--- config.mk ---
export PLATFORM = sky130hd
export DESIGN_NAME = length_prefixed_id_value_parser
export DESIGN_NICKNAME = d
export VERILOG_FILES = /design/src/hw/rtl/lpp_pkg.sv /design/src/hw/rtl/lpp_front.sv /design/src/hw/rtl/lpp_back.sv /design/src/hw/rtl/length_prefixed_id_value_parser.sv
export SDC_FILE = /design/constraint.sdc
export NUM_CORES = 1
export LEC_CHECK = 0
export ABC_CLOCK_PERIOD_IN_PS = 11400
export BUFFER_PORTS_ARGS = -buffer_cell sky130_fd_sc_hd__buf_2
export CAP_MARGIN = 20
export CORE_ASPECT_RATIO = 1.75
export CORE_MARGIN = 2
export CORE_UTILIZATION = 55
export CTS_BUF_LIST = sky130_fd_sc_hd__clkbuf_8
export DETAILED_ROUTE_END_ITERATION = 16
export PLACE_DENSITY = 0.81
export SLEW_MARGIN = 20
export SYNTH_ARGS = -nofsm -noshare
export SYNTH_HDL_FRONTEND = slang
export SYNTH_SLANG_ARGS = --single-unit
export TNS_END_PERCENT = 10
--- constraint.sdc ---
create_clock -name clk -period 11.4 [get_ports clk]
set_input_delay 1.71 -clock clk [delete_from_list [all_inputs] [get_ports clk]]
set_output_delay 1.71 -clock clk [all_outputs]
set_load 0.03 [all_outputs]
--- src/hw/rtl/lpp_pkg.sv ---
package lpp_pkg;

  // one raw byte of the pair region as it crosses the input queue
  typedef struct packed {
    logic       start_region;
    logic [7:0] data_byte;
  } item_t;

  // one parser result as it waits in the output queue
  typedef struct packed {
    logic        value_valid;
    logic [7:0]  value_byte;
    logic [31:0] pair_id;
    logic        pair_end;
    logic [31:0] pair_index;
    logic [1:0]  parse_status;
  } result_t;

  // both queues hold two beats
  localparam int unsigned QUEUE_DEPTH = 2;

endpackage

--- src/hw/rtl/lpp_front.sv ---
module lpp_front (
  input  logic           clk,
  input  logic           rst,
  input  logic           push,
  output logic           full,
  input  lpp_pkg::item_t item_in,
  output logic           deq_valid,
  input  logic           deq_ready,
  output lpp_pkg::item_t item_out
);
  import lpp_pkg::*;

  item_t      mem [QUEUE_DEPTH];
  logic       wr_ptr;
  logic       rd_ptr;
  logic [1:0] count;
  logic       do_wr;
  logic       do_rd;

  // handshake on both sides of the queue
  assign full      = (count == 2'(QUEUE_DEPTH));
  assign deq_valid = (count != 2'd0);
  assign do_wr     = push && !full;
  assign do_rd     = deq_valid && deq_ready;
  assign item_out  = mem[rd_ptr];

  // storage
  always_ff @(posedge clk) begin
    if (do_wr) begin
      mem[wr_ptr] <= item_in;
    end
  end

  // pointers and fill count
  always_ff @(posedge clk) begin
    if (rst) begin
      wr_ptr <= 1'b0;
      rd_ptr <= 1'b0;
      count  <= 2'd0;
    end else begin
      if (do_wr) begin
        wr_ptr <= ~wr_ptr;
      end
      if (do_rd) begin
        rd_ptr <= ~rd_ptr;
      end
      if (do_wr && !do_rd) begin
        count <= count + 2'd1;
      end else if (do_rd && !do_wr) begin
        count <= count - 2'd1;
      end
    end
  end

endmodule

--- src/hw/rtl/lpp_back.sv ---
module lpp_back (
  input  logic             clk,
  input  logic             rst,
  input  logic [31:0]      region_length,
  input  logic             enq_valid,
  output logic             enq_ready,
  input  lpp_pkg::item_t   item_in,
  output logic             empty,
  input  logic             pop,
  output lpp_pkg::result_t result_out
);
  import lpp_pkg::*;

  localparam logic [1:0] PH_LEN  = 2'd0;
  localparam logic [1:0] PH_ID   = 2'd1;
  localparam logic [1:0] PH_VAL  = 2'd2;
  localparam logic [1:0] ST_BUSY = 2'd0;
  localparam logic [1:0] ST_DONE = 2'd1;
  localparam logic [1:0] ST_ERR  = 2'd2;
  localparam logic [63:0] INT_MAX = 64'h0000_0000_7FFF_FFFF;
  localparam logic [31:0] U32_TOP = 32'hFFFF_FFFF;

  // parser state
  logic [31:0] byte_offset;
  logic [1:0]  field_phase;
  logic [63:0] length_shift;
  logic [31:0] id_shift;
  logic [31:0] value_remaining;
  logic [31:0] pairs_done;
  logic [1:0]  status_reg;
  logic [2:0]  phase_byte_count;

  logic [31:0] byte_offset_next;
  logic [1:0]  field_phase_next;
  logic [63:0] length_shift_next;
  logic [31:0] id_shift_next;
  logic [31:0] value_remaining_next;
  logic [31:0] pairs_done_next;
  logic [1:0]  status_reg_next;
  logic [2:0]  phase_byte_count_next;

  // state after an optional start-of-region clear
  logic        clr;
  logic [31:0] e_off;
  logic [1:0]  e_phase;
  logic [63:0] e_len;
  logic [31:0] e_id;
  logic [31:0] e_vrem;
  logic [31:0] e_pairs;
  logic [1:0]  e_status;
  logic [2:0]  e_cnt;

  logic [31:0] off_inc;
  logic [31:0] left_now;
  logic [31:0] left_after;
  logic [2:0]  cnt_inc;
  logic [63:0] len_new;
  logic [31:0] id_new;
  logic [7:0]  b;
  result_t     res;

  // output queue
  result_t     oq [QUEUE_DEPTH];
  logic        oq_wr_ptr;
  logic        oq_rd_ptr;
  logic [1:0]  oq_count;
  logic        step;
  logic        do_pop;

  assign enq_ready  = (oq_count != 2'(QUEUE_DEPTH));
  assign step       = enq_valid && enq_ready;
  assign empty      = (oq_count == 2'd0);
  assign do_pop     = pop && !empty;
  assign result_out = oq[oq_rd_ptr];

  assign clr      = item_in.start_region;
  assign b        = item_in.data_byte;
  assign e_off    = clr ? 32'd0   : byte_offset;
  assign e_phase  = clr ? PH_LEN  : field_phase;
  assign e_len    = clr ? 64'd0   : length_shift;
  assign e_id     = clr ? 32'd0   : id_shift;
  assign e_vrem   = clr ? 32'd0   : value_remaining;
  assign e_pairs  = clr ? 32'd0   : pairs_done;
  assign e_status = clr ? ST_BUSY : status_reg;
  assign e_cnt    = clr ? 3'd0    : phase_byte_count;

  // offset after this byte and bytes left before and after it
  assign off_inc    = (e_off == U32_TOP) ? e_off : e_off + 32'd1;
  assign left_now   = (region_length > e_off)   ? region_length - e_off   : 32'd0;
  assign left_after = (region_length > off_inc) ? region_length - off_inc : 32'd0;
  assign cnt_inc    = e_cnt + 3'd1;
  assign len_new    = {b, e_len[63:8]};
  assign id_new     = {b, e_id[31:8]};

  // one parse step per beat
  always_comb begin
    byte_offset_next      = e_off;
    field_phase_next      = e_phase;
    length_shift_next     = e_len;
    id_shift_next         = e_id;
    value_remaining_next  = e_vrem;
    pairs_done_next       = e_pairs;
    status_reg_next       = e_status;
    phase_byte_count_next = e_cnt;
    res                   = '0;
    res.pair_index        = e_pairs;

    if (e_status == ST_BUSY) begin
      case (e_phase)
        PH_ID: begin
          byte_offset_next      = off_inc;
          id_shift_next         = id_new;
          phase_byte_count_next = cnt_inc;
          if (cnt_inc[2]) begin
            res.pair_id = id_new;
            if (e_vrem == 32'd0) begin
              res.pair_end = 1'b1;
            end else begin
              field_phase_next      = PH_VAL;
              phase_byte_count_next = 3'd0;
            end
          end
        end
        PH_VAL: begin
          byte_offset_next     = off_inc;
          res.value_valid      = 1'b1;
          res.value_byte       = b;
          res.pair_id          = e_id;
          value_remaining_next = e_vrem - 32'd1;
          if (e_vrem == 32'd1) begin
            res.pair_end = 1'b1;
          end
        end
        default: begin
          if (e_cnt == 3'd0 && left_now < 32'd8) begin
            // short tail at a pair boundary
            status_reg_next = ST_DONE;
          end else begin
            byte_offset_next      = off_inc;
            length_shift_next     = len_new;
            phase_byte_count_next = cnt_inc;
            if (cnt_inc == 3'd0) begin
              if (len_new < 64'd4 || len_new > INT_MAX ||
                  len_new > {32'd0, left_after}) begin
                status_reg_next = ST_ERR;
              end else begin
                value_remaining_next  = len_new[31:0] - 32'd4;
                id_shift_next         = 32'd0;
                field_phase_next      = PH_ID;
                phase_byte_count_next = 3'd0;
              end
            end
          end
        end
      endcase

      // pair completion
      if (res.pair_end) begin
        pairs_done_next       = (e_pairs == U32_TOP) ? e_pairs : e_pairs + 32'd1;
        field_phase_next      = PH_LEN;
        phase_byte_count_next = 3'd0;
        length_shift_next     = 64'd0;
        if (left_after < 32'd8) begin
          status_reg_next = ST_DONE;
        end
      end
    end

    res.parse_status = status_reg_next;
  end

  // parser registers
  always_ff @(posedge clk) begin
    if (rst) begin
      byte_offset      <= 32'd0;
      field_phase      <= PH_LEN;
      length_shift     <= 64'd0;
      id_shift         <= 32'd0;
      value_remaining  <= 32'd0;
      pairs_done       <= 32'd0;
      status_reg       <= ST_BUSY;
      phase_byte_count <= 3'd0;
    end else if (step) begin
      byte_offset      <= byte_offset_next;
      field_phase      <= field_phase_next;
      length_shift     <= length_shift_next;
      id_shift         <= id_shift_next;
      value_remaining  <= value_remaining_next;
      pairs_done       <= pairs_done_next;
      status_reg       <= status_reg_next;
      phase_byte_count <= phase_byte_count_next;
    end
  end

  // output queue storage
  always_ff @(posedge clk) begin
    if (step) begin
      oq[oq_wr_ptr] <= res;
    end
  end

  // output queue pointers and fill count
  always_ff @(posedge clk) begin
    if (rst) begin
      oq_wr_ptr <= 1'b0;
      oq_rd_ptr <= 1'b0;
      oq_count  <= 2'd0;
    end else begin
      if (step) begin
        oq_wr_ptr <= ~oq_wr_ptr;
      end
      if (do_pop) begin
        oq_rd_ptr <= ~oq_rd_ptr;
      end
      if (step && !do_pop) begin
        oq_count <= oq_count + 2'd1;
      end else if (do_pop && !step) begin
        oq_count <= oq_count - 2'd1;
      end
    end
  end

endmodule

--- src/hw/rtl/length_prefixed_id_value_parser.sv ---
// channel   | handshake                 | beat
// ----------+---------------------------+---------------------------------------------
// input     | push / full               | start_region, data_byte
// result    | empty / pop               | value_valid, value_byte, pair_id, pair_end,
//           |                           | pair_index, parse_status
// config    | cfg_we                    | cfg_wdata -> region_length
//
// One byte per cycle sustained while pop keeps up; a result is on the ports once its byte
// has passed the input queue, then the parse step into the output queue.
// The parse step is a single registered pass of counter, shift and compare updates.
// rst is synchronous; it empties both two-beat queues and clears region_length.
// A stalled pop backs up the output queue, then the input queue, then full.
module length_prefixed_id_value_parser (
  input  logic        clk,
  input  logic        rst,
  input  logic        cfg_we,
  input  logic [31:0] cfg_wdata,
  input  logic        push,
  output logic        full,
  input  logic        start_region,
  input  logic [7:0]  data_byte,
  output logic        empty,
  input  logic        pop,
  output logic        value_valid,
  output logic [7:0]  value_byte,
  output logic [31:0] pair_id,
  output logic        pair_end,
  output logic [31:0] pair_index,
  output logic [1:0]  parse_status
);
  import lpp_pkg::*;

  logic [31:0] region_length;
  item_t       in_item;
  item_t       mid_item;
  logic        mid_valid;
  logic        mid_ready;
  result_t     res;

  // region length register
  always_ff @(posedge clk) begin
    if (rst) begin
      region_length <= 32'd0;
    end else if (cfg_we) begin
      region_length <= cfg_wdata;
    end
  end

  assign in_item.start_region = start_region;
  assign in_item.data_byte    = data_byte;

  // input queue
  lpp_front u_front (
    .clk       (clk),
    .rst       (rst),
    .push      (push),
    .full      (full),
    .item_in   (in_item),
    .deq_valid (mid_valid),
    .deq_ready (mid_ready),
    .item_out  (mid_item)
  );

  // parser and output queue
  lpp_back u_back (
    .clk           (clk),
    .rst           (rst),
    .region_length (region_length),
    .enq_valid     (mid_valid),
    .enq_ready     (mid_ready),
    .item_in       (mid_item),
    .empty         (empty),
    .pop           (pop),
    .result_out    (res)
  );

  assign value_valid  = res.value_valid;
  assign value_byte   = res.value_byte;
  assign pair_id      = res.pair_id;
  assign pair_end     = res.pair_end;
  assign pair_index   = res.pair_index;
  assign parse_status = res.parse_status;

endmodule

==> results of run 1 <==
[power breakdown]
part	switching, mW	internal, mW
logic	2.12	0.974
clock network	0.621	0.745
registers	0.251	1.84
total	3.00	3.56
[final cells by class]
type	instances	area [um2]	area share [%]
antenna	4	10.0	0.0366
clock buffer	59	812	2.97
clock inverter	48	544	1.99
inverter	62	233	0.850
multi-input combinational	2195	14400	52.7
sequential	403	9770	35.7
tap	577	722	2.64
timing repair buffer	152	852	3.11
[worst max-delay path by stage]
stage                   from                         end  slack [ns]
CTS                 register          u_back.id_shift[0]        1.18
global placement    register          u_back.id_shift[8]        1.54
finish              register  u_back.value_remaining[25]        1.05
detailed placement  register          u_back.id_shift[0]        1.26
global route        register  u_back.value_remaining[12]        0.65
floorplan           register  u_back.value_remaining[12]        0.63
[metrics by stage]
stage | hold WS [ns] | power, mW | instance area (um2)
6_report | 0.471 | 6.56 | 27400
5_1_grt | 0.476 | 6.86 | 27400
4_1_cts | 0.465 | 6.46 | 27300
3_5_place_dp | 0.448 | 5.10 | 26000
3_3_place_gp | 0.435 | 5.03 | 26000
2_1_floorplan | 0.420 | 4.16 | 25000
[logic make-up after synthesis]
family | Yosys count | share of synthesized area, %
xor+xnor | 122 | 4.41
compound gates | 776 | 21.0
mux | 150 | 6.42
simple gates | 1039 | 20.0
fa+ha+maj | 108 | 5.41
buf+inv | 246 | 3.79
flops | 403 | 39.0
[metal layers]
metal	wire length [um]	part of all wire, %
met3	6870	7.7
met2	43600	49
met5	15	0.017
met1	28200	32
met4	10800	12
[cell usage in the layout, fill, tap and decap left out, types with 13 or more instances in the layout]
cell         n
nor3_1      63
xor2_1      55
o21bai_1    13
nand3_1     83
a21o_1      50
o22ai_1     19
or3_1       24
o31ai_1     13
a211oi_1    34
o21ai_0    127
ha_1       106
nor4_1      35
buf_4       28
nor2_1     261
mux2i_1     66
xnor2_1     63
a22o_1      48
a22oi_1     36
nand2_1    312
o21a_1      18
inv_1       68
clkbuf_8    59
o2bb2ai_1   17
and4_1      16
a311oi_1    14
mux2_2      82
edfxtp_1   170
and3_1      35
nand4_1     52
a31oi_1     30
nand2b_1    15
dfxtp_1    232
and2_1      68
buf_2      122
a21oi_1    209
o2111ai_1   15
[critical path, delay by kind of cell, from the launching register on]
family,cells,cell delay (ns)
XOR/XNOR,2,0.29
AND/OR/NAND/NOR,16,4.72
multiplexers,2,0.75
flip-flops,1,0.82
buffers and inverters,1,0.36
AO/OA/AOI/OAI,7,2.31
adder cells (fa/ha/maj),2,0.90
==> impl_metrics.yaml, run 1 <==
timing:
  finalSetupTns_ns: 0
  rsz0062_at_grt: "false"
  post-route-period-util_pct: 90.8
  min_period_ns: 10.35
  final_max_slew_viol_count: 0
  fmax_mhz: 96.6
  worst_pin_slew_ns: 1.18
  max_slew_margin_pct: 21.1
  fin_ws_ns: 1.05
  setup_viol: 0
  finalHoldViolCount: 0
  finalClockSkew_ns: 0.0604
finish:
  finalNetCount: 3024
  layout.cells.non_filler: 3500
  final_util_pct: 60.7
  syn2layout_area_growth_pct: 9.25
  regMostFlops: "u_back.oq"
  reg.largest.list: "u_back.oq: 152 flops, u_back.length_shift: 56 flops"
  largest_register_ffs: 152
  drive_above_1_share_pct: 12.8
  fillers: 3843
route:
  dr.pass1.iters: 8
  totalWireLength_mm: 89.5
  route.detailed.wl_per_inst_um: 25.6
  vias: 23800
  final_antenna_net_count: 0
  drtIter0Drc: 2508
  vias_per_cell: 6.80
  drc: 0
logic_synthesis:
  synth_seq_area_share_pct: 39.0
  syn_inst: 2844
  synth_edf_count: 170
  syn_area_um2: 25000
  synth_flop_cell: "dfxtp_1"
  synthArstFlopShare_pct: 0
  postSynthAreaPerCell_um2: 8.81
  synth.distinct_cells: 91
  yosysMostFrequentCell: "nand2_1"
  synth_top_cell_area_share_pct: 20.4
  ys_seq_elements: 403
  synthTopCellsByArea: "edfxtp_1 (20%), dfxtp_1 (19%), ha_1 (5.3%)"
  synth_nets: 2997
  ys_warn_count: 0
  synth_top_cell_by_area: "edfxtp_1"
  netlist_top_cells_count: "nand2_1 (312), nor2_1 (265), dfxtp_1 (233)"
cts:
  cts_root_buffer: "clkbuf_8"
  path_clk_slew_ns: 0.07
  cts_sinks: 403
  post_cts_buffers: 0
  hold_buffers: 0
  cts_buffers: 57
  clk_latency_ns: 0.70
  clockBufferDepth: 3
  cts_resized: 0
  htree_levels: 2
  tritoncts: "built"
grt:
  first_global_vias: 23500
  busiest_layer: "met2"
  use_met2_pct: 64.2
  gr-total-overflow: 0
  grt_max_degree: 144
  grt_antenna_before_repair: 4
  grt_pass1_wl_mm: 135
  track_usage_pct: 37.3
  met3_usage_pct: 8.05
  gr-usage-met1_pct: 35.9
floorplan:
  core_region_area_um2: 45100
  io_pins: 124
  die_area_um2: 47300
  chipHeight_um: 286
  die_w_um: 165
  initial_utilization_pct: 55.5
  rows: 103
setup_path:
  end_kind: "register"
  path_max_fanout: 24
  r2r_setup_slack_ns: 1.05
  reg2reg_depth: 30
  slowest_delay_ns: 0.82
  r2r_end: "u_back.value_remaining[25]"
  crit_required_ns: 11.94
  crit_slowest_cell: "dfxtp_1"
  worst-endpoint-arrival_ns: 10.90
  crit_path_start_kind: "register"
  crit_type: "reg2reg"
hold_path:
  min-delay-start: "u_back.phase_byte_count[1]"
  worst_hold_path.num_cells: 2
  hold_class: "reg2reg"
  hold_end: "u_back.phase_byte_count[1]"
placed_design:
  hpwl_mm: 65.4
  place.gp.congestion: 1.05
  place_inst: 3388
  place_ws_ns: 1.26
  io_buffers: 123
power:
  cellPowerDensity_nw_per_um2: 240
  vdd_drop_max_mv: 0.169
  p_leak_nw: 10.4
run:
  cap_viol_max_count: 0
run_status:
  status: "complete, no violations"
(Power assumes the default switching activity.)
==> run 2: changes to the inputs <==
--- a/config.mk
+++ b/config.mk
@@ -5,15 +5,14 @@
 export SDC_FILE = /design/constraint.sdc
 export NUM_CORES = 1
 export LEC_CHECK = 0
-export ABC_CLOCK_PERIOD_IN_PS = 11400
+export ABC_CLOCK_PERIOD_IN_PS = 9700
 export BUFFER_PORTS_ARGS = -buffer_cell sky130_fd_sc_hd__buf_2
 export CAP_MARGIN = 20
 export CORE_ASPECT_RATIO = 1.75
-export CORE_MARGIN = 2
 export CORE_UTILIZATION = 55
 export CTS_BUF_LIST = sky130_fd_sc_hd__clkbuf_8
 export DETAILED_ROUTE_END_ITERATION = 16
-export PLACE_DENSITY = 0.81
+export PLACE_DENSITY = 0.78
 export SLEW_MARGIN = 20
 export SYNTH_ARGS = -nofsm -noshare
 export SYNTH_HDL_FRONTEND = slang
==> constraint.sdc (replaced) <==
create_clock -name clk -period 9.7 [get_ports clk]
set_input_delay 1.455 -clock clk [delete_from_list [all_inputs] [get_ports clk]]
set_output_delay 1.455 -clock clk [all_outputs]
set_load 0.03 [all_outputs]
==> run 2 against run 1 <==
Clock skew is 0.016 ns lower. Critical path depth is the same. Critical path type unchanged. Highest routed layer unchanged. Clock power grew 10%. Register-to-register slack worse by 0.48 ns. Global-route usage down 0.92 points. Routed wire length is 4.0% lower.
==> impl_metrics.yaml, run 2 (same netlist as run 1, synthesis figures left out) <==
run_status:
  status: "complete, no violations"
timing:
  rsz0062_at_grt: "false"
  fmax_mhz: 110
  finalClockSkew_ns: 0.0441
  worst_pin_slew_ns: 1.23
  max_slew_margin_pct: 17.9
  final_max_slew_viol_count: 0
  fin_ws_ns: 0.571
  setup_viol: 0
  min_period_ns: 9.13
  finalHoldViolCount: 0
  finalSetupTns_ns: 0
  post-route-period-util_pct: 94.1
cts:
  htree_levels: 2
  cts_root_buffer: "clkbuf_8"
  cts_buffers: 59
  cts_sinks: 403
  clk_latency_ns: 0.71
  clockBufferDepth: 3
  hold_buffers: 0
  path_clk_slew_ns: 0.07
  tritoncts: "built"
floorplan:
  die_w_um: 163
  io_pins: 124
  die_area_um2: 46400
  initial_utilization_pct: 55.7
  rows: 103
  core_region_area_um2: 45000
  chipHeight_um: 284
power:
  vdd_drop_max_mv: 0.227
  internal_power_mw: 4.12
  cellPowerDensity_nw_per_um2: 275
  share_seq_of_total_power_pct: 32.2
  swShare_pct: 45.6
  p_leak_nw: 10.6
  power_mw: 7.56
  p_comb_share_pct: 47.9
  pwr-share-clk_pct: 19.9
  switching_power_mw: 3.44
finish:
  regMostFlops: "u_back.oq"
  final_common_cell: "nand2_1"
  final_util_pct: 61.2
  largest_register_ffs: 152
  drive_above_1_share_pct: 13.5
  reg.largest.list: "u_back.oq: 152 flops, u_back.length_shift: 56 flops"
  fillers: 3798
  finalNetCount: 3057
  syn2layout_area_growth_pct: 9.91
  final_cell_area_um2: 27500
  layout_common_cells: "nand2_1 (312), nor2_1 (262), dfxtp_1 (232)"
route:
  totalWireLength_mm: 85.9
  dr.pass1.iters: 9
  vias: 23600
  vias_per_cell: 6.68
  final_antenna_net_count: 0
  route.detailed.wl_per_inst_um: 24.3
  drc: 0
  drtIter0Drc: 2397
run:
  cap_viol_max_count: 0
setup_path:
  crit_path_start_kind: "register"
  crit_slowest_cell: "or4_4"
  crit_required_ns: 10.27
  crit_type: "reg2reg"
  worst-endpoint-arrival_ns: 9.70
  path_max_fanout: 46
  end_kind: "register"
  r2r_setup_slack_ns: 0.57
  crit_top_cell: "nand4_1"
  slowest_delay_ns: 0.65
placed_design:
  io_buffers: 123
  hpwl_mm: 62.3
  place_ws_ns: 0.581
  postPlaceCellArea_um2: 26200
  place.gp.congestion: 0.998
grt:
  grt_max_degree: 92
  grt_antenna_before_repair: 3
  track_usage_pct: 36.4
  grt_pass1_wl_mm: 130
  gr-total-overflow: 0
  first_global_vias: 23400
hold_path:
  hold_class: "reg2reg"
==> run 2: cell type report <==
type	instances	area [um2]	share of cell area, %
clock buffers	71	977	3.55
well taps	577	722	2.62
clock inverters	40	322	1.17
flip-flops and latches	403	9770	35.5
inverters	62	233	0.845
multi-input cells	2195	14400	52.3
diodes	2	5.00	0.0182
repair buffers	183	1100	3.98
==> run 2: stage by stage <==
stage          hold WS (ns)  cells
6_report              0.480   3533
3_5_place_dp          0.461   3418
2_1_floorplan         0.420   2844
4_1_cts               0.476   3529
3_3_place_gp          0.434   3418
5_1_grt               0.499   3532
==> run 2: critical path, delay by kind of cell (launching register included) <==
family,cells,cell delay (ns)
compound gates,7,2.07
xor+xnor,2,0.32
fa+ha+maj,2,0.66
buf+inv,2,0.57
flops,1,0.44
mux,2,0.71
simple gates,15,4.23
==> run 2: what timing repair did <==
item,CTS,global route
setup endpoints to repair,0,1
gates resized for setup,0,1
hold endpoints to repair,0,0
buffers inserted,0,0
==> run 2: worst paths after layout <==
check                     start                    endpoint  cells after the start
min          u_back.id_shift[3]          u_back.id_shift[3]                      1
max reg2reg            register  u_back.value_remaining[14]                     30
max                    register  u_back.value_remaining[14]                     30
min reg2reg  u_back.id_shift[3]          u_back.id_shift[3]                      1
==> run 2: metal layers <==
| metal | global-route usage (%) | share of wire [%] | vias to the layer above |
|---|---|---|---|
| li1 | - | - | 10700 |
| met4 | 32.5 | 10 | 2 |
| met5 | 0 | 0.015 | - |
| met3 | 7.50 | 7.2 | 429 |
| met1 | 35.8 | 33 | 11200 |
| met2 | 63.5 | 49 | 1241 |
==> run 2: power groups by stage <==
| stage | logic, mW | clock network, mW | registers [mW] |
|---|---|---|---|
| 6_report | 3.62 | 1.51 | 2.43 |
| 3_3_place_gp | 3.45 | 0 | 2.43 |
| 3_5_place_dp | 3.51 | 0 | 2.46 |
| 5_1_grt | 3.87 | 1.58 | 2.47 |
| 4_1_cts | 3.53 | 1.51 | 2.43 |
| 2_1_floorplan | 2.56 | 0 | 2.34 |
